[config.mk]
export PLATFORM = sky130hd
export DESIGN_NAME = fpa_cell
export DESIGN_NICKNAME = d
export VERILOG_FILES = /design/src/sv/fpa_pkg.sv /design/src/sv/fpa_cell.sv
export SDC_FILE = /design/constraint.sdc
export NUM_CORES = 1
export LEC_CHECK = 0
export BUFFER_PORTS_ARGS = -buffer_cell sky130_fd_sc_hd__buf_2
export CAP_MARGIN = 5
export CELL_PAD_IN_SITES_DETAIL_PLACEMENT = 1
export CELL_PAD_IN_SITES_GLOBAL_PLACEMENT = 1
export CORE_MARGIN = 2
export CORE_UTILIZATION = 38
export CTS_BUF_LIST = sky130_fd_sc_hd__clkbuf_2 sky130_fd_sc_hd__clkbuf_4 sky130_fd_sc_hd__clkbuf_8
export CTS_CLUSTER_DIAMETER = 50
export DETAILED_ROUTE_END_ITERATION = 8
export PLACE_DENSITY_LB_ADDON = 0.1
export SETUP_SLACK_MARGIN = 0.3
export SYNTH_ARGS = -nofsm -noshare
export SYNTH_HDL_FRONTEND = slang
export SYNTH_SLANG_ARGS = --single-unit
[constraint.sdc]
create_clock -name clk -period 4.7 [get_ports clk]
set_input_delay 0.94 -clock clk [delete_from_list [all_inputs] [get_ports clk]]
set_output_delay 0.94 -clock clk [all_outputs]
set_load 0.01 [all_outputs]
[src/sv/fpa_pkg.sv]
// shared types and constants of the q24.8 fixed-point alu
// no dependencies; imported by every module of the block
`timescale 1ns / 1ps

package fpa_pkg;

	// fraction bits and working width of the operands
	localparam int FRAC_BITS  = 8;
	localparam int DATA_WIDTH = 32;

	// width of an operand field on the ports
	localparam int FIELD_W = 32;

	// bits of the divide dividend, one divide cell per bit
	localparam int QBITS = DATA_WIDTH + FRAC_BITS;

	typedef enum logic [3:0] {
		OP_ADD      = 4'd0,
		OP_SUB      = 4'd1,
		OP_MUL      = 4'd2,
		OP_DIV      = 4'd3,
		OP_GT       = 4'd4,
		OP_LT       = 4'd5,
		OP_GE       = 4'd6,
		OP_LE       = 4'd7,
		OP_EQ       = 4'd8,
		OP_NE       = 4'd9,
		OP_INC      = 4'd10,
		OP_DEC      = 4'd11,
		OP_MIN      = 4'd12,
		OP_MAX      = 4'd13,
		OP_FROM_INT = 4'd14,
		OP_TO_INT   = 4'd15
	} op_t;

	// everything one item carries down the divide chain
	typedef struct packed {
		op_t                   op;
		logic [DATA_WIDTH-1:0] value;  // result of every op but divide and the compares
		logic                  flag;
		logic                  dz;
		logic                  neg;    // quotient sign
		logic [DATA_WIDTH-1:0] rem;    // partial remainder
		logic [QBITS-1:0]      dq;     // dividend bits out, quotient bits in
		logic [DATA_WIDTH-1:0] md;     // divisor magnitude
	} cell_t;

endpackage

[src/sv/fpa_cell.sv]
// one restoring divide step: brings down one dividend bit and emits one
// quotient bit, passing the item to the next cell; depends on fpa_pkg
`timescale 1ns / 1ps

module fpa_cell (
	input  logic           clk,
	input  logic           arst_n,
	input  logic           in_valid,
	output logic           in_ready,
	input  fpa_pkg::cell_t in_cell,
	output logic           out_valid,
	input  logic           out_ready,
	output fpa_pkg::cell_t out_cell
);
	import fpa_pkg::*;

	logic [DATA_WIDTH:0] trial;
	logic [DATA_WIDTH:0] diff;
	logic                ge;
	cell_t               nxt;
	logic                valid_q;
	cell_t               cell_q;

	// shift in the next dividend bit and try the subtraction
	assign trial = {in_cell.rem, in_cell.dq[QBITS-1]};
	assign diff  = trial - {1'b0, in_cell.md};
	assign ge    = trial >= {1'b0, in_cell.md};

	always_comb begin
		nxt     = in_cell;
		nxt.rem = ge ? diff[DATA_WIDTH-1:0] : trial[DATA_WIDTH-1:0];
		nxt.dq  = {in_cell.dq[QBITS-2:0], ge};
	end

	assign in_ready = !valid_q || out_ready;

	// cell valid
	always_ff @(posedge clk or negedge arst_n) begin
		if (!arst_n) begin
			valid_q <= 1'b0;
		end else if (in_ready) begin
			valid_q <= in_valid;
		end
	end

	// cell payload
	always_ff @(posedge clk) begin
		if (in_ready && in_valid) begin
			cell_q <= nxt;
		end
	end

	assign out_valid = valid_q;
	assign out_cell  = cell_q;

endmodule

Yosys cells after proc, flatten, opt, wreduce, memory -nomap -nowiden
Index checks and enable logic that the tools add are counted.
{"block": "word_totals", "register_bits": 144, "output_inout_bits": 145, "inputBits": 147}
{"block": "classes", "mux": 1, "n_addsub": 1, "magnitude_cmp": 1, "n_reduce_logical": 3}
{"operator": "33-bit by 32-bit greater-or-equal comparator with 1-bit output", "n": 1}
{"operator": "32-bit 2-to-1 mux", "n": 1}
{"operator": "32-bit subtractor", "n": 1}
{"operator": "1-bit logical AND", "n": 1}
{"operator": "1-bit zero test", "n": 1}
{"operator": "1-bit logical OR", "n": 1}

Logic depth before layout (Yosys ltp)
{"block": "logic_depth", "depth_word": 3, "depth_mapped": 13, "ltp_nobuf": 12}

Least setup slack after synthesis
Ideal clock, no wire load.
{"block": "synth_timing", "kind": "input port to flip-flop", "startpoint": "input port out_ready", "endpoint": "register cell_q, in the netlist out_cell[0] (enable)", "n_path_buf": 0, "arrival_time_ps": 4437, "required_time_ps": 4180, "slack_ps": -257, "stages": 2, "cell_sequence": "nand2b_1 > and2_1"}
{"block": "synth_between", "elab_chain_cells": 2}
{"item": "start, declared", "line": "fpa_cell.sv:12", "rtl": "input logic out_ready,"}
{"item": "1-bit logical OR", "line": "fpa_cell.sv:35", "rtl": "assign in_ready = !valid_q || out_ready;"}
{"item": "1-bit logical AND", "line": "fpa_cell.sv:48", "rtl": "if (in_ready && in_valid) begin"}
{"item": "end signal, assigned", "line": "fpa_cell.sv:49", "rtl": "cell_q <= nxt;"}
{"item": "end, declared", "line": "fpa_cell.sv:22", "rtl": "cell_t cell_q;"}
No other way between the ends.
A chain may end at the register's enable or synchronous reset.

==> results.yml <==
cts:
  cts_tree: "built"
  cts_setup_buffers: 0
  path_clk_slew_ps: 90
  hold_buffers: 0
  worstSkewPairLatency_ps: 450
  clockBufferDepth: 2
  cts.repair.resized: 0
  clock-root-buffer: "clkbuf_8"
  cts_sinks: 144
  cts-buffers-inserted: 17
  htreeDepth: 4
timing:
  slew_violations: 0
  maxSlewHeadroom: 0.566
  setup_viol: 0
  period_share: 0.790
  hold_viol: 0
  finalSetupTns_ps: 0
  max_freq_mhz: 269
  rsz0062_at_grt: "false"
  max_slew.worst_pin.slew_ps: 652
  period_needed_ps: 3710
  finalClockSkew_ps: 8.89
setup_path:
  crit_path_end_kind: "flop"
  start_kind: "input port"
  critPathMaxStageDelay_ps: 410
  cp_num_buf_inv: 2
  crit_required_ps: 4900
  cp.arrival_ps: 3910
  cp_max_fo: 4
  crit_path_start: "in_cell[71]"
  r2r_start: "out_valid"
  path_class: "input port to flop"
  cp_top_family: "compound AO/OA/AOI/OAI gates"
  cp_slowest_cell: "fa_1"
  reg2reg_slack_ps: 2690
  cp_common_cell: "a21oi_1"
  crit_chain: "buf_2 -> inv_1 -> ha_1 -> fa_1 -> nand2b_1 -> a21oi_1 -> o21ai_0 -> o311a_1 -> a31oi_1 -> a21oi_1 -> o41ai_1 -> xor2_1 -> mux2_1"
logic_synthesis:
  synth_warnings: 0
  async_flop_share: 0.00694
  syn_inst: 492
  synth_edf_count: 143
  syn-num-nets: 672
  synth.avg_cell_area_sq_um: 13.3
  ys.flop_type: "edfxtp_1"
  ys_seq_elements: 144
  synthDistinctLibCells: 49
  syn_area_sq_um: 6550
  ys_seq_area_frac: 0.660
route:
  ant_nets: 0
  drcViolationCount: 0
  via_per_inst: 4.95
  drt-total-wl_microns: 19000
  first_pass_iters: 4
  first_iter_violations: 192
  vias: 5045
  wl_per_cell_microns: 18.7
place:
  port-buffer-count: 291
  gp_congestion: 0.828
  dpl.hpwl_microns: 15200
  dp_cells: 988
run:
  drv_cap: 0
die:
  die_w_microns: 135
  initial_utilization: 0.392
  die_height_microns: 135
  rows: 47
  dieArea_sq_um: 18300
  ios: 292
  core_area_sq_um: 16700
finish:
  final_util: 0.515
  antenna_cells: 0
  nFillCells: 1880
  layout.cells.non_filler: 1020
  mostFrequentLayoutCells: "buf_2, edfxtp_1, a21oi_1, inv_1, nor2_1"
  layout-drive-gt1-share: 0.421
  layout.nets: 967
  final_common_cell: "buf_2"
  area_delta_synth_final_pct: 31.4
power_and_ir_drop:
  pwr_density_cell_nw_per_um2: 355
  ir_drop_v: 0.000153
  p_leak_uw: 0.00377
global_routing:
  first_global_vias: 5345
  antenna_found_initial: 2
  grt_pass1_wl_microns: 29300
  gr-usage-all-layers: 0.210
  overflow: 0
  grt_max_degree: 98
hold_path:
  hp-class: "input port to async pin"
status:
  status: "completed"
==> cell families (layout without fill, tap and decap cells) <==
group	Yosys count	after routing	synth area share
AOI/OAI and AO/OA	119	119	0.112
xor gates and xnor gates	27	27	0.0361
adders and majority gates	33	33	0.0642
buffers and inverters	56	364	0.0355
DFF	144	144	0.660
muxes	11	11	0.0187
and+or+nand+nor	102	102	0.0740
==> layer usage <==
metal  vias up  GRT usage  share of wire
met5         -          0         0.0014
met4         4     0.0747          0.022
met3        31     0.0584          0.070
met2       185      0.376           0.51
met1      2402      0.243           0.40
li1       2423          -              -
==> final timing paths <==
kind	to	cells past startpoint
min	out_valid	1
max in group asynchronous	out_valid	1
max	out_cell[102]	13
min reg2reg	out_valid	2
min in group clk	out_valid	2
max reg2reg	out_cell[134]	3
==> power breakdown <==
group          total (uW)  switching (uW)  internal [uW]
combinational         569             333            236
clock                 936             547            390
sequential           1550            19.8           1530
total                3050             900           2150
==> layout make-up <==
type                       count  area [sq um]  share of cell area
sequential                   144          4320               0.502
multi-input combinational    292          2000               0.232
timing repair buffer         294          1490               0.173
tap                          220           275              0.0320
clock buffer                  17           234              0.0272
clock inverter                15           144              0.0167
inverter                      38           143              0.0166
==> state kept, by name, summed over array words and instances, names as in the netlist <==
register,count
out_cell,143
out_valid,1
==> stage by stage <==
step,total power [uW],hold slack (ps),instance area [sq um],setup slack (ps)
detailed placement,2150,536,8230,578
CTS,3100,215,8600,1080
global route,3200,214,8600,762
global placement,2140,511,8230,676
floorplan,1920,622,6550,984
finish,3050,248,8600,989
==> synthesized netlist by cell type, types with 2 or more instances <==
cell       instances  area [sq um]
nor2b_1            3          18.8
o21a_1             6          45.0
nor4_1             4          25.0
buf_2              8          40.0
a31oi_1            5          31.3
and2_1             3          18.8
nand2_1           26          97.6
clkbuf_1           6          22.5
nand2b_1           5          31.3
a211oi_1           3          22.5
nor2_1            35           131
a21o_1            12          90.1
o22ai_1            2          12.5
xnor2_1           15           131
xor2_1            12           105
o21bai_1           3          22.5
buf_4              3          22.5
nor3_1             2          10.0
or4_1              2          15.0
mux2_1             4          45.0
o211ai_1           4          30.0
a2bb2oi_1          2          17.5
and4_1             2          17.5
mux2_2             6          67.6
inv_1             38           143
a21oi_1           56           280
ha_1              32           400
nand4_1            8          50.1
edfxtp_1         143          4290
nand3_1            8          40.0
o21ai_0           16          80.1
Note: power is estimated with default switching activity, not from simulation.
