--- config.mk ---
export PLATFORM = sky130hd
export DESIGN_NAME = fpa_back
export DESIGN_NICKNAME = d
export VERILOG_FILES = /design/src/sv/fpa_pkg.sv /design/src/sv/fpa_back.sv
export SDC_FILE = /design/constraint.sdc
export NUM_CORES = 1
export LEC_CHECK = 0
export BUFFER_PORTS_ARGS = -buffer_cell sky130_fd_sc_hd__buf_2
export CORE_MARGIN = 4
export CORE_UTILIZATION = 30
export CTS_CLUSTER_DIAMETER = 150
export DETAILED_ROUTE_END_ITERATION = 12
export GPL_TIMING_DRIVEN = 0
export PLACE_DENSITY = 0.73
export RECOVER_POWER = 50
export SLEW_MARGIN = 20
export SYNTH_ARGS = -nofsm -noshare
export SYNTH_HDL_FRONTEND = slang
export SYNTH_SLANG_ARGS = --single-unit
--- constraint.sdc ---
create_clock -name clk -period 2.5 [get_ports clk]
set_input_delay 0.125 -clock clk [delete_from_list [all_inputs] [get_ports clk]]
set_output_delay 0.125 -clock clk [all_outputs]
set_load 0.1 [all_outputs]
--- src/sv/fpa_pkg.sv ---
// shared types and constants of the q24.8 fixed-point alu
// no dependencies; imported by every module of the block
`timescale 1ns / 1ps

package fpa_pkg;

	// fraction bits and working width of the operands
	localparam int FRAC_BITS  = 8;
	localparam int DATA_WIDTH = 32;

	// width of an operand field on the ports
	localparam int FIELD_W = 32;

	// bits of the divide dividend, one divide cell per bit
	localparam int QBITS = DATA_WIDTH + FRAC_BITS;

	typedef enum logic [3:0] {
		OP_ADD      = 4'd0,
		OP_SUB      = 4'd1,
		OP_MUL      = 4'd2,
		OP_DIV      = 4'd3,
		OP_GT       = 4'd4,
		OP_LT       = 4'd5,
		OP_GE       = 4'd6,
		OP_LE       = 4'd7,
		OP_EQ       = 4'd8,
		OP_NE       = 4'd9,
		OP_INC      = 4'd10,
		OP_DEC      = 4'd11,
		OP_MIN      = 4'd12,
		OP_MAX      = 4'd13,
		OP_FROM_INT = 4'd14,
		OP_TO_INT   = 4'd15
	} op_t;

	// everything one item carries down the divide chain
	typedef struct packed {
		op_t                   op;
		logic [DATA_WIDTH-1:0] value;  // result of every op but divide and the compares
		logic                  flag;
		logic                  dz;
		logic                  neg;    // quotient sign
		logic [DATA_WIDTH-1:0] rem;    // partial remainder
		logic [QBITS-1:0]      dq;     // dividend bits out, quotient bits in
		logic [DATA_WIDTH-1:0] md;     // divisor magnitude
	} cell_t;

endpackage

--- src/sv/fpa_back.sv ---
// output stage: applies the quotient sign and the zero divisor case,
// picks the result and holds it for the consumer; depends on fpa_pkg
`timescale 1ns / 1ps

module fpa_back (
	input  logic                        clk,
	input  logic                        arst_n,
	input  logic                        in_valid,
	output logic                        in_ready,
	input  fpa_pkg::cell_t              in_cell,
	output logic                        out_valid,
	input  logic                        out_ready,
	output logic [fpa_pkg::FIELD_W-1:0] out_value,
	output logic                        out_flag,
	output logic                        out_dz
);
	import fpa_pkg::*;

	logic [DATA_WIDTH-1:0] quo;
	logic [DATA_WIDTH-1:0] res;
	logic                  valid_q;
	logic [DATA_WIDTH-1:0] value_q;
	logic                  flag_q;
	logic                  dz_q;

	// signed quotient, low bits kept
	assign quo = in_cell.neg ? DATA_WIDTH'(-in_cell.dq[DATA_WIDTH-1:0])
	                         : in_cell.dq[DATA_WIDTH-1:0];

	always_comb begin
		if (in_cell.op == OP_DIV) begin
			res = in_cell.dz ? '0 : quo;
		end else begin
			res = in_cell.value;
		end
	end

	assign in_ready = !valid_q || out_ready;

	// output valid
	always_ff @(posedge clk or negedge arst_n) begin
		if (!arst_n) begin
			valid_q <= 1'b0;
		end else if (in_ready) begin
			valid_q <= in_valid;
		end
	end

	// output payload
	always_ff @(posedge clk) begin
		if (in_ready && in_valid) begin
			value_q <= res;
			flag_q  <= in_cell.flag;
			dz_q    <= in_cell.dz;
		end
	end

	assign out_valid = valid_q;
	assign out_value = FIELD_W'($signed(value_q));
	assign out_flag  = flag_q;
	assign out_dz    = dz_q;

endmodule

# Word-level counts from Yosys, hierarchy flattened
# Cells that the tools add are included.
# totals
reg_bits	35
output_inout_bits	36
# classes
add_sub_neg	1
eq_ne	1
n_mux	3
n_reduce_logical	3
# ops
op	n
32-bit 2-to-1 mux	3
32-bit negator	1
4-bit by 2-bit equality test with 1-bit output (second input constant)	1
1-bit logical AND	1
1-bit logical NOT	1
1-bit logical OR	1

# Logic depth before layout (Yosys ltp)
# logic_depth
depth_word	4
ltp_mapped	7

# Worst setup path before layout
# OpenSTA, ideal clock, no wires.
# synth_path
path_type	register to register
startpoint	register valid_q, in the netlist out_valid
endpoint	register dz_q, in the netlist out_dz, enable pin
setup_time_ps	394
arrival_ps	2619
setup_slack_ps	-514
stages_incl_launch_ff	3
path_buffers	0
cell_sequence	dfrtp_1 nand2b_1 and2_1
# synth_between
elab_chain_cells	3
# synth_rtl
element	line_no	rtl
start, declared	fpa_back.sv:21	logic valid_q;
start signal, assigned	fpa_back.sv:45	valid_q <= in_valid;
1-bit logical NOT	fpa_back.sv:38	assign in_ready = !valid_q || out_ready;
1-bit logical OR	fpa_back.sv:38	
net in_ready	fpa_back.sv:9	output logic in_ready,
1-bit logical AND	fpa_back.sv:51	if (in_ready && in_valid) begin
end signal, assigned	fpa_back.sv:54	dz_q <= in_cell.dz;
end, declared	fpa_back.sv:24	logic dz_q;
# The timed path passes the listed nets, and every way through them passes these cells.
# A chain may end at the register's enable or synchronous reset.

# Final worst setup path
# layout_path
startpoint	input port in_cell[42] in the netlist's numbering
endpoint	register value_q[31], in the netlist out_value[31] (data pin)
# layout_between
elab_chain_cells	4
# layout_rtl
element	line_no	rtl
start, declared	fpa_back.sv:10	input fpa_pkg::cell_t in_cell,
32-bit negator	fpa_back.sv:27	assign quo = in_cell.neg ? DATA_WIDTH'(-in_cell.dq[DATA_WIDTH-1:0])
32-bit 2-to-1 mux	fpa_back.sv:27	
32-bit 2-to-1 mux	fpa_back.sv:32	res = in_cell.dz ? '0 : quo;
32-bit 2-to-1 mux	fpa_back.sv:31	if (in_cell.op == OP_DIV) begin
net res[31]	fpa_back.sv:20	logic [DATA_WIDTH-1:0] res;
end signal, assigned	fpa_back.sv:52	value_q <= res;
end, declared	fpa_back.sv:22	logic [DATA_WIDTH-1:0] value_q;
# The timed path passes the listed nets, and every way through them passes these cells.

==> impl_metrics.toml <==
[status]
outcome = "completed"

[synthesis]
yosysSeqAreaShare_pct = 47.2
synth_cell_type_count = 44
syn_inst = 198
ys_async_sr_fraction_pct = 2.86
syn-num-nets = 346
synth.ff_latch_count = 35
synth_edf_count = 34
synth_warnings = 0
syn_avg_cell_area_sq_um = 11.2
netlist_area_sq_um = 2220
synth_flop_cell = "edfxtp_1"

[setup_path]
cp.arrival_ps = 1890
path_max_fanout = 4
cp.required_ps = 2520
reg2reg_to = "out_value[9]$_DFFE_PP_"
crit_start = "in_cell[42]"
crit_end = "out_value[31]$_DFFE_PP_"
end_kind = "register"
reg2reg_depth = 2
r2r-start = "out_valid$_DFFE_PN0N_"
crit_type = "in -> reg"
worstSetupStartpointType = "input pin"
regToRegSetupSlack_ps = 940

[clock_tree]
clk_pin_slew_ps = 70
cts.sinks = 35
tritoncts = "yes"
htree_levels = 2
clock_latency_ps = 290
cts_root_buf = "clkbuf_8"
post_cts_buffers = 0
cts_made_buffers = 5
postCtsResizedCells = 0
cts_hold_buf = 1
clk_path_buf_depth = 2

[sta]
tightestPinTransition_ps = 1200
hold_viol_final = 0
period_needed_ps = 1880
setup_slack_ps = 625
slew_viol_final = 0
fmax_mhz = 533
fin_crit_sh_pct = 75.0
clock_skew_ps = 9.24
setup_viol = 0
slew_headroom_pct = 20.6
rsz0062_at_grt = "no"
final.setup.tns_ps = 0

[routing]
vias = 2071
routed_wl_um = 6750
routedWlPerCell_um = 16.3
drc = 0
via_per_inst = 4.99
ant_nets = 0
drt_iter0_markers = 60
drtPass1Iterations = 4

[global_route]
grt_pass1_wl_um = 10100
grt_overflow = 0
antenna_found_initial = 0
grt_use_total_pct = 14.9
grt_pass1_vias = 2077
grt_max_degree = 35

[min_path]
hold_class = "in -> reg"
min_from = "in_cell[106]"

[finish]
fin_area_sq_um = 2930
n_antenna_cell = 0
area_growth_pct = 32.3
drive_gt1_share_pct = 29.1
final_nets = 463

[power]
peakVddDrop_mv = 0.206
power_switching_mw = 0.599
p_clk_share_pct = 25.0
power_density_nw_per_um2 = 549
p_int_mw = 1.01
switching_share_pct = 37.2
leakagePower_nw = 1.07
comb_power_share_pct = 31.8
pwr-share-seq_pct = 43.3
finalPower_mw = 1.61

[die]
ios = 183
initial_core_util_pct = 30.7
core_area_sq_um = 7210
die-area_sq_um = 8830
die_width_um = 94.0
die_height_um = 94.0
fp-row-count = 31

[placed_design]
port-buffer-count = 109
hpwl_um = 5290
place.gp.congestion = 0.842
place_ws_ps = 304
placed_area_sq_um = 2890

[flow_run]
max-cap-violations = 0
## power groups by stage
stage / Clock (mW) / Sequential (mW) / Combinational (mW)
2_1_floorplan: 0 / 0.956 / 0.138
3_3_place_gp: 0 / 0.708 / 0.518
3_5_place_dp: 0 / 0.708 / 0.524
4_1_cts: 0.406 / 0.696 / 0.526
5_1_grt: 0.432 / 0.699 / 0.543
6_report: 0.402 / 0.697 / 0.512
## cells by family after synthesis
family	share of synthesized area, %
compound gates	23.5
xor+xnor	10.3
fa+ha+maj	0.564
buf+inv	3.27
flops	47.2
simple gates	15.2
## per-layer routing
layer  vias up  GRT usage [%]  wire length, um  share of wire (%)
met2        87           25.1             3270                 48
met1       958           18.2             2780                 41
met4         0           4.45               95                1.4
li1       1016              -                -                  -
met5         -              0                0                  0
met3        10           4.57              606                9.0
## flip-flops by register name (all words and copies together) (netlist names)
| name | cells |
|---|---|
| out_dz | 1 |
| out_valid | 1 |
| out_value | 32 |
| out_flag | 1 |
## cells in the final DEF, fill, tap and decap left out, drive strengths merged, types with 2 or more instances in the layout
master	netlist	final
o41ai	12	12
nand2	16	16
a32oi	2	2
nand4	2	2
clkbuf	13	58
nand3	3	3
nor3	3	3
buf	2	74
xnor2	19	19
a22o	20	20
o21ai	5	5
or2	3	3
nand2b	4	4
xor2	7	7
or4	3	3
edfxtp	34	34
o31ai	13	13
a21oi	2	2
inv	3	3
or3	9	9
nor2	6	6
nor4	3	3
## through the flow
step	hold slack (ps)	cells	util [%]
floorplan	-171	198	-
global placement	-100	406	40.1
detailed placement	-99.7	406	40.1
CTS	9.89	415	41.3
global route	4.66	415	40.7
finish	17.6	415	40.7
## worst min path at each step
stage / to / slack (ps) / cells after the start
2_1_floorplan: out_valid$_DFFE_PN0N_ / -170 / 0
3_3_place_gp: out_valid$_DFFE_PN0N_ / -100 / 1
3_5_place_dp: out_valid$_DFFE_PN0N_ / -100 / 1
4_1_cts: out_flag$_DFFE_PP_ / 10 / 1
5_1_grt: out_flag$_DFFE_PP_ / 5 / 1
6_report: out_flag$_DFFE_PP_ / 20 / 1
## cell type report
class / instances / area [sq um]
inverter: 3 / 11.3
multi-input combinational: 145 / 1100
fill: 758 / 4280
tap: 99 / 124
buffer: 15 / 61.3
timing repair buffer: 110 / 509
clock buffer: 8 / 80.1
sequential: 35 / 1050
## worst max-delay path, cell delays in order
cell and delay (ps):
buf_2 140, nor4_4 320, nand4_1 230, or4_4 590
o41ai_1 330, o211ai_1 150
## synth_stat cells (all sizes together), types with 4 or more instances
library cell,n,area share [%]
a22o,20,7.9
clkbuf,13,2.2
edfxtp,34,46
nand2,16,2.7
nand2b,4,1.1
nor2,6,1.0
o21ai,5,1.1
o31ai,13,4.6
o41ai,12,5.9
or3,9,2.8
xnor2,19,7.5
xor2,7,2.8
Note: power is estimated with default switching activity, not from simulation.
