==> src/sv/fpa_pkg.sv <==
// shared types and constants of the q24.8 fixed-point alu
// no dependencies; imported by every module of the block
`timescale 1ns / 1ps

package fpa_pkg;

	// fraction bits and working width of the operands
	localparam int FRAC_BITS  = 8;
	localparam int DATA_WIDTH = 32;

	// width of an operand field on the ports
	localparam int FIELD_W = 32;

	// bits of the divide dividend, one divide cell per bit
	localparam int QBITS = DATA_WIDTH + FRAC_BITS;

	typedef enum logic [3:0] {
		OP_ADD      = 4'd0,
		OP_SUB      = 4'd1,
		OP_MUL      = 4'd2,
		OP_DIV      = 4'd3,
		OP_GT       = 4'd4,
		OP_LT       = 4'd5,
		OP_GE       = 4'd6,
		OP_LE       = 4'd7,
		OP_EQ       = 4'd8,
		OP_NE       = 4'd9,
		OP_INC      = 4'd10,
		OP_DEC      = 4'd11,
		OP_MIN      = 4'd12,
		OP_MAX      = 4'd13,
		OP_FROM_INT = 4'd14,
		OP_TO_INT   = 4'd15
	} op_t;

	// everything one item carries down the divide chain
	typedef struct packed {
		op_t                   op;
		logic [DATA_WIDTH-1:0] value;  // result of every op but divide and the compares
		logic                  flag;
		logic                  dz;
		logic                  neg;    // quotient sign
		logic [DATA_WIDTH-1:0] rem;    // partial remainder
		logic [QBITS-1:0]      dq;     // dividend bits out, quotient bits in
		logic [DATA_WIDTH-1:0] md;     // divisor magnitude
	} cell_t;

endpackage

==> src/sv/fpa_front.sv <==
// first stage: decodes the op, computes every non-divide result and
// prepares the divide magnitudes; depends on fpa_pkg
`timescale 1ns / 1ps

module fpa_front (
	input  logic                        clk,
	input  logic                        arst_n,
	input  logic                        in_valid,
	output logic                        in_ready,
	input  logic [3:0]                  in_op,
	input  logic [fpa_pkg::FIELD_W-1:0] in_a,
	input  logic [fpa_pkg::FIELD_W-1:0] in_b,
	output logic                        out_valid,
	input  logic                        out_ready,
	output fpa_pkg::cell_t              out_cell
);
	import fpa_pkg::*;

	logic signed [DATA_WIDTH-1:0]   a_s, b_s;
	logic signed [2*DATA_WIDTH-1:0] prod, prod_sh;
	logic signed [QBITS-1:0]        num;
	logic signed [DATA_WIDTH-1:0]   to_int;
	logic                           a_lt_b, b_lt_a;
	op_t                            op;
	cell_t                          nxt;
	logic                           valid_s1;
	cell_t                          cell_s1;

	assign op  = op_t'(in_op);
	assign a_s = $signed(in_a[DATA_WIDTH-1:0]);
	assign b_s = $signed(in_b[DATA_WIDTH-1:0]);

	// full signed product, then arithmetic shift by the fraction bits
	assign prod    = a_s * b_s;
	assign prod_sh = prod >>> FRAC_BITS;
	assign to_int  = a_s >>> FRAC_BITS;

	// dividend a << frac on the wide word
	assign num = QBITS'(a_s) <<< FRAC_BITS;

	assign a_lt_b = a_s < b_s;
	assign b_lt_a = b_s < a_s;

	// next stage contents
	always_comb begin
		nxt       = '0;
		nxt.op    = op;
		nxt.rem   = '0;
		nxt.neg   = a_s[DATA_WIDTH-1] ^ b_s[DATA_WIDTH-1];
		nxt.dq    = num[QBITS-1] ? QBITS'(-num) : QBITS'(num);
		nxt.md    = b_s[DATA_WIDTH-1] ? DATA_WIDTH'(-b_s) : DATA_WIDTH'(b_s);
		nxt.dz    = (op == OP_DIV) && (b_s == '0);
		case (op)
			OP_ADD:      nxt.value = DATA_WIDTH'(a_s + b_s);
			OP_SUB:      nxt.value = DATA_WIDTH'(a_s - b_s);
			OP_MUL:      nxt.value = prod_sh[DATA_WIDTH-1:0];
			OP_DIV:      nxt.value = '0;
			OP_GT:       nxt.flag  = b_lt_a;
			OP_LT:       nxt.flag  = a_lt_b;
			OP_GE:       nxt.flag  = !a_lt_b;
			OP_LE:       nxt.flag  = !b_lt_a;
			OP_EQ:       nxt.flag  = (a_s == b_s);
			OP_NE:       nxt.flag  = (a_s != b_s);
			OP_INC:      nxt.value = DATA_WIDTH'(a_s + 1);
			OP_DEC:      nxt.value = DATA_WIDTH'(a_s - 1);
			OP_MIN:      nxt.value = a_lt_b ? a_s : b_s;
			OP_MAX:      nxt.value = b_lt_a ? a_s : b_s;
			OP_FROM_INT: nxt.value = DATA_WIDTH'(a_s <<< FRAC_BITS);
			OP_TO_INT:   nxt.value = to_int;
			default:     nxt.value = '0;
		endcase
	end

	assign in_ready = !valid_s1 || out_ready;

	// stage valid
	always_ff @(posedge clk or negedge arst_n) begin
		if (!arst_n) begin
			valid_s1 <= 1'b0;
		end else if (in_ready) begin
			valid_s1 <= in_valid;
		end
	end

	// stage payload
	always_ff @(posedge clk) begin
		if (in_ready && in_valid) begin
			cell_s1 <= nxt;
		end
	end

	assign out_valid = valid_s1;
	assign out_cell  = cell_s1;

endmodule

==> config.mk <==
export PLATFORM = sky130hd
export DESIGN_NAME = fpa_front
export DESIGN_NICKNAME = d
export VERILOG_FILES = /design/src/sv/fpa_pkg.sv /design/src/sv/fpa_front.sv
export SDC_FILE = /design/constraint.sdc
export NUM_CORES = 2
export LEC_CHECK = 0
export ABC_AREA = 1
export BUFFER_PORTS_ARGS = -buffer_cell sky130_fd_sc_hd__buf_2
export CAP_MARGIN = 10
export CORE_UTILIZATION = 59
export CTS_BUF_LIST = sky130_fd_sc_hd__clkbuf_4 sky130_fd_sc_hd__clkbuf_8
export DETAILED_ROUTE_END_ITERATION = 16
export HOLD_SLACK_MARGIN = 0.02
export PLACE_DENSITY = 0.89
export REMOVE_ABC_BUFFERS = 1
export SYNTH_ARGS = -nofsm -noshare
export SYNTH_HDL_FRONTEND = slang
export SYNTH_SLANG_ARGS = --single-unit
==> constraint.sdc <==
create_clock -name clk -period 6.1 [get_ports clk]
set_clock_uncertainty 0.05 [all_clocks]
set_input_delay 1.22 -clock clk [delete_from_list [all_inputs] [get_ports clk]]
set_output_delay 1.22 -clock clk [all_outputs]
set_load 0.03 [all_outputs]
==> flow_summary.json, run 1 <==
{
  "run_status": "did not finish",
  "haltStage": "global routing",
  "run.stop_error": "[ERROR GRT-0232] Routing congestion too high. Check the congestion heatmap in the GUI.",
  "synthesized_instance_count": 4772,
  "clock_sinks": 104,
  "preCtsSetupSlack_ns": -2.386,
  "floorplan.io_pins": 217,
  "die-height_um": 246.9,
  "synth-seq-area-share_pct": 8.809,
  "post_synth_arst_share_pct": 0.9615,
  "cts_made_buffers": 9,
  "floorplan.initialDensity_pct": 59.86,
  "hpwlAfterDp_um": 108200,
  "clockBufferDepth": 2,
  "netlist.top_cell.by_area": "fa_1",
  "synth_most_common_cell": "nand2_1",
  "synthesis.area_um2": 35400,
  "synth-edff-count": 103,
  "post_synth.cell_area_avg_um2": 7.418,
  "grt_repair_worst_endpoint": "out_cell[136]$_SDFFCE_PN0P_/D",
  "grt_residual_overflow": 464,
  "post-place-cells": 5932,
  "post_cts_hold_buffer_count": 0,
  "synth.lib_cells_used.distinct": 61,
  "place.gp.congestion": 1.098,
  "synthDominantCellAreaShare_pct": 36.42,
  "type_of_pin_the_worst_path_ends_at": "sequential cell input",
  "synth.top_cells.by_area": "fa_1 36%, nand2_1 14%, inv_1 11%, edfxtp_1 8.7%, ha_1 8.4%",
  "placed_standard_cell_area_um2": 39700,
  "fp.dieW_um": 246.9,
  "clock_tree.root_cell": "clkbuf_8",
  "grtUsageTotal_pct": 75.22,
  "io_buffers": 176,
  "ys_ff_latch": 104,
  "most_instantiated_flip_flop_cell_in_the_synthesis_netlist": "edfxtp_1",
  "h_tree_lvls": 3,
  "synthesis.yosys.warnings": 0,
  "core.rowCount": 89,
  "synth_top_cells_by_count": "1300 x nand2_1, 1054 x inv_1, 644 x fa_1",
  "maximum_number_of_pins_on_one_net_before_global_route_repair": 68
}
metal layers:
| layer | overflow | track usage (%) |
|---|---|---|
| met5 | 2 | 41.42 |
| met3 | 19 | 64.94 |
| met2 | 256 | 88.79 |
| met4 | 171 | 71.93 |
| met1 | 16 | 74.48 |
logic make-up after synthesis:
logic type	share of synthesized area, %
other cells	0.01059
fa+ha+maj	44.87
simple gates	22.51
compound gates	7.381
xor+xnor	1.757
buf+inv	14.66
flops	8.809
timing repair:
item                                    4_1_cts
endpoints found under the setup margin       32
endpoints found under the hold margin         0
gates resized for setup                     509
pin swaps                                   222
setup buffers                                63
cloned                                        4
metrics by stage:
stage / hold WS (ns) / TNS, ns
after floorplan: 0.8447 / -104.65
after global placement: 0.5050 / -54.40
after detailed placement: 0.5200 / -59.92
after CTS: 0.4411 / -28.31
==> inputs of run 2 (changes only) <==
Settings changed: CORE_UTILIZATION 59 to 40, CTS_BUF_LIST sky130_fd_sc_hd__clkbuf_4 sky130_fd_sc_hd__clkbuf_8 to unset, HOLD_SLACK_MARGIN 0.02 to unset, PLACE_DENSITY 0.89 to unset, PLACE_DENSITY_LB_ADDON set to 0.15.
Clock period 6.1 ns to 7.95 ns, I/O delays scaled along.
==> run 2 against run 1 <==
Net effect: the run now ends clean; area after synthesis unchanged; synthesized cell count unchanged.
==> flow_summary.json, run 2 <==
{
  "grt_residual_overflow": 0,
  "synth.lib_cells_used.distinct": 61,
  "critical-path-slowest-cell": "fa_2",
  "synthesis.yosys.warnings": 0,
  "tritoncts": "done",
  "synth-edff-count": 103,
  "clock_sinks": 104,
  "synth-seq-area-share_pct": 8.809,
  "largest_reg_flops": 103,
  "run_status": "completed",
  "worstSkewPairLatency_ns": 0.40,
  "crit_type": "in2reg",
  "io_buffers": 176,
  "core_um2": 87160,
  "min_path_type": "reg2reg",
  "antenna_violating_nets_post_route": 0,
  "layout-drive-gt1-share_pct": 16.09,
  "most_instantiated_flip_flop_cell_in_the_synthesis_netlist": "edfxtp_1",
  "route.final.wire_length_um": 137700,
  "synth.top_cells.by_area": "fa_1 36%, nand2_1 14%, inv_1 11%, edfxtp_1 8.7%, ha_1 8.4%",
  "ys_ff_latch": 104,
  "post_cts_hold_buffer_count": 0,
  "final_net_count": 6133,
  "finalSetupViolCount": 0,
  "synthDominantCellAreaShare_pct": 36.42,
  "most-common-layout-cells": "1287 x nand2_1, 1036 x inv_1, 617 x fa_1, 382 x buf_4, 274 x nor2_1",
  "rsz0062_at_grt": "true",
  "maximum_number_of_pins_on_one_net_before_global_route_repair": 68,
  "core.rowCount": 108,
  "mostFrequentLayoutCell": "nand2_1",
  "synth_most_common_cell": "nand2_1",
  "finalMaxSlewViolations": 0,
  "first_global_vias": 32737,
  "post_drt_wl_per_cell_um": 21.72,
  "floorplan.io_pins": 217,
  "critPathMostFrequentCell": "fa_1",
  "post_synth.cell_area_avg_um2": 7.418,
  "nFillCells": 8869,
  "route.detailed.vias_per_inst": 5.153,
  "hpwlAfterDp_um": 118400,
  "floorplan.initialDensity_pct": 40.61,
  "grtUsageTotal_pct": 30.93,
  "post_synth_arst_share_pct": 0.9615,
  "worst-r2r-setup-slack_ns": 5.58,
  "h_tree_lvls": 3,
  "diodes": 0,
  "die-height_um": 299.5,
  "maxCapViolCount": 0,
  "cts_made_buffers": 9,
  "clock_tree.root_cell": "clkbuf_16",
  "timing.critical_path.required_ns": 8.05,
  "clockBufferDepth": 2,
  "timing.max_slew.rel_slack_pct": 31.93,
  "worst-endpoint-arrival_ns": 7.94,
  "worst_pin_slew_ns": 1.012,
  "detail_route.iter0.violations": 2776,
  "dieArea_um2": 89690,
  "final.min_clock_period_ns": 7.837,
  "routed-via-count": 32660,
  "layout.core_utilization_pct": 47.95,
  "critical_path.startpoint_type": "input port",
  "critPathMaxFanout": 6,
  "place.gp.congestion": 1.006,
  "timing.fmax_mhz": 127.6,
  "detailedRoute.firstPassIterationCount": 6,
  "post-route-period-util_pct": 98.58,
  "detail_route.drc_violations": 0,
  "grt_first_pass_wirelength_um": 205100,
  "cp_slowest_stage_delay_ns": 0.60,
  "flow.area_growth_from_synthesis_pct": 18.07,
  "worstSetupEndpointType": "flip-flop",
  "synthesized_instance_count": 4772,
  "netlist.top_cell.by_area": "fa_1",
  "antenna_found_initial": 4,
  "synth_top_cells_by_count": "1300 x nand2_1, 1054 x inv_1, 644 x fa_1",
  "clkSlewWorstSetupHoldPaths_ns": 0.09,
  "synthesis.area_um2": 35400,
  "hold_viol_final": 0,
  "fp.dieW_um": 299.5
}
[run 2: layout make-up]
| cell class | count | area, µm² | share of cell area (%) |
|---|---|---|---|
| Tap cell | 1155 | 1445 | 3.458 |
| Multi-Input combinational cell | 3384 | 27870 | 66.68 |
| Timing Repair Buffer | 616 | 5047 | 12.08 |
| Clock buffer | 9 | 225.2 | 0.5389 |
| Clock inverter | 7 | 91.34 | 0.2185 |
| Sequential cell | 104 | 3118 | 7.461 |
| Inverter | 1063 | 3999 | 9.568 |
[run 2: critical path: cells and delay by family]
kind / cells / cell delay (ns)
buf+inv: 6 / 0.76
fa+ha+maj: 9 / 4.32
simple gates: 9 / 0.71
compound gates: 2 / 0.52
[run 2: cells by family after synthesis]
group,Yosys count,share of synthesized area [%]
flip-flops,104,8.809
adder cells (fa/ha/maj),883,44.87
AO/OA/AOI/OAI,458,7.381
buffers and inverters,1323,14.66
XOR/XNOR,71,1.757
other,1,0.01059
AND/OR/NAND/NOR,1932,22.51
[run 2: stage by stage]
stage          cell area [µm²]  setup WS [ns]  hold slack, ns   TNS, ns  instances
3_5_place_dp             40120        -0.7360          0.5330    -15.61       6304
5_1_grt                  41790        -0.1163          0.5772   -0.3794       6338
2_1_floorplan            34340         0.1723          0.8447         0       4551
4_1_cts                  40610      -0.006611          0.5537  -0.01214       6320
3_3_place_gp             40120        -0.7486          0.5296    -15.34       6304
6_report                 41790         0.1129          0.5387         0       6338
[run 2: final timing paths]
kind,end,startpoint,cells after the start
setup / recovery,out_cell[137]$_SDFFCE_PN0P_,in_a[14],26
hold / removal,out_valid$_DFFE_PN0N_,out_valid$_DFFE_PN0N_,2
setup reg to reg,out_cell[138]$_SDFFCE_PN0P_,out_valid$_DFFE_PN0N_,3
hold reg to reg,out_valid$_DFFE_PN0N_,out_valid$_DFFE_PN0N_,2
max in group asynchronous,out_valid$_DFFE_PN0N_,arst_n,1
min in group asynchronous,out_valid$_DFFE_PN0N_,arst_n,1
[run 2: what timing repair did]
item                       CTS  global route
buffers inserted             0            17
gates resized for setup     55           288
pin swaps                   12           107
setup endpoints to repair   24            28
gates cloned                 0             2
[run 2: per-layer routing]
metal | routed length (µm) | track usage (%)
met3 | 11220 | 5.037
met2 | 62180 | 49.93
met4 | 5573 | 10.74
met5 | 8 | 0
met1 | 58700 | 42.01
Power of run 2 is not shown: default switching activity piles up to over one toggle a cycle in this logic, so the estimate is an artifact.
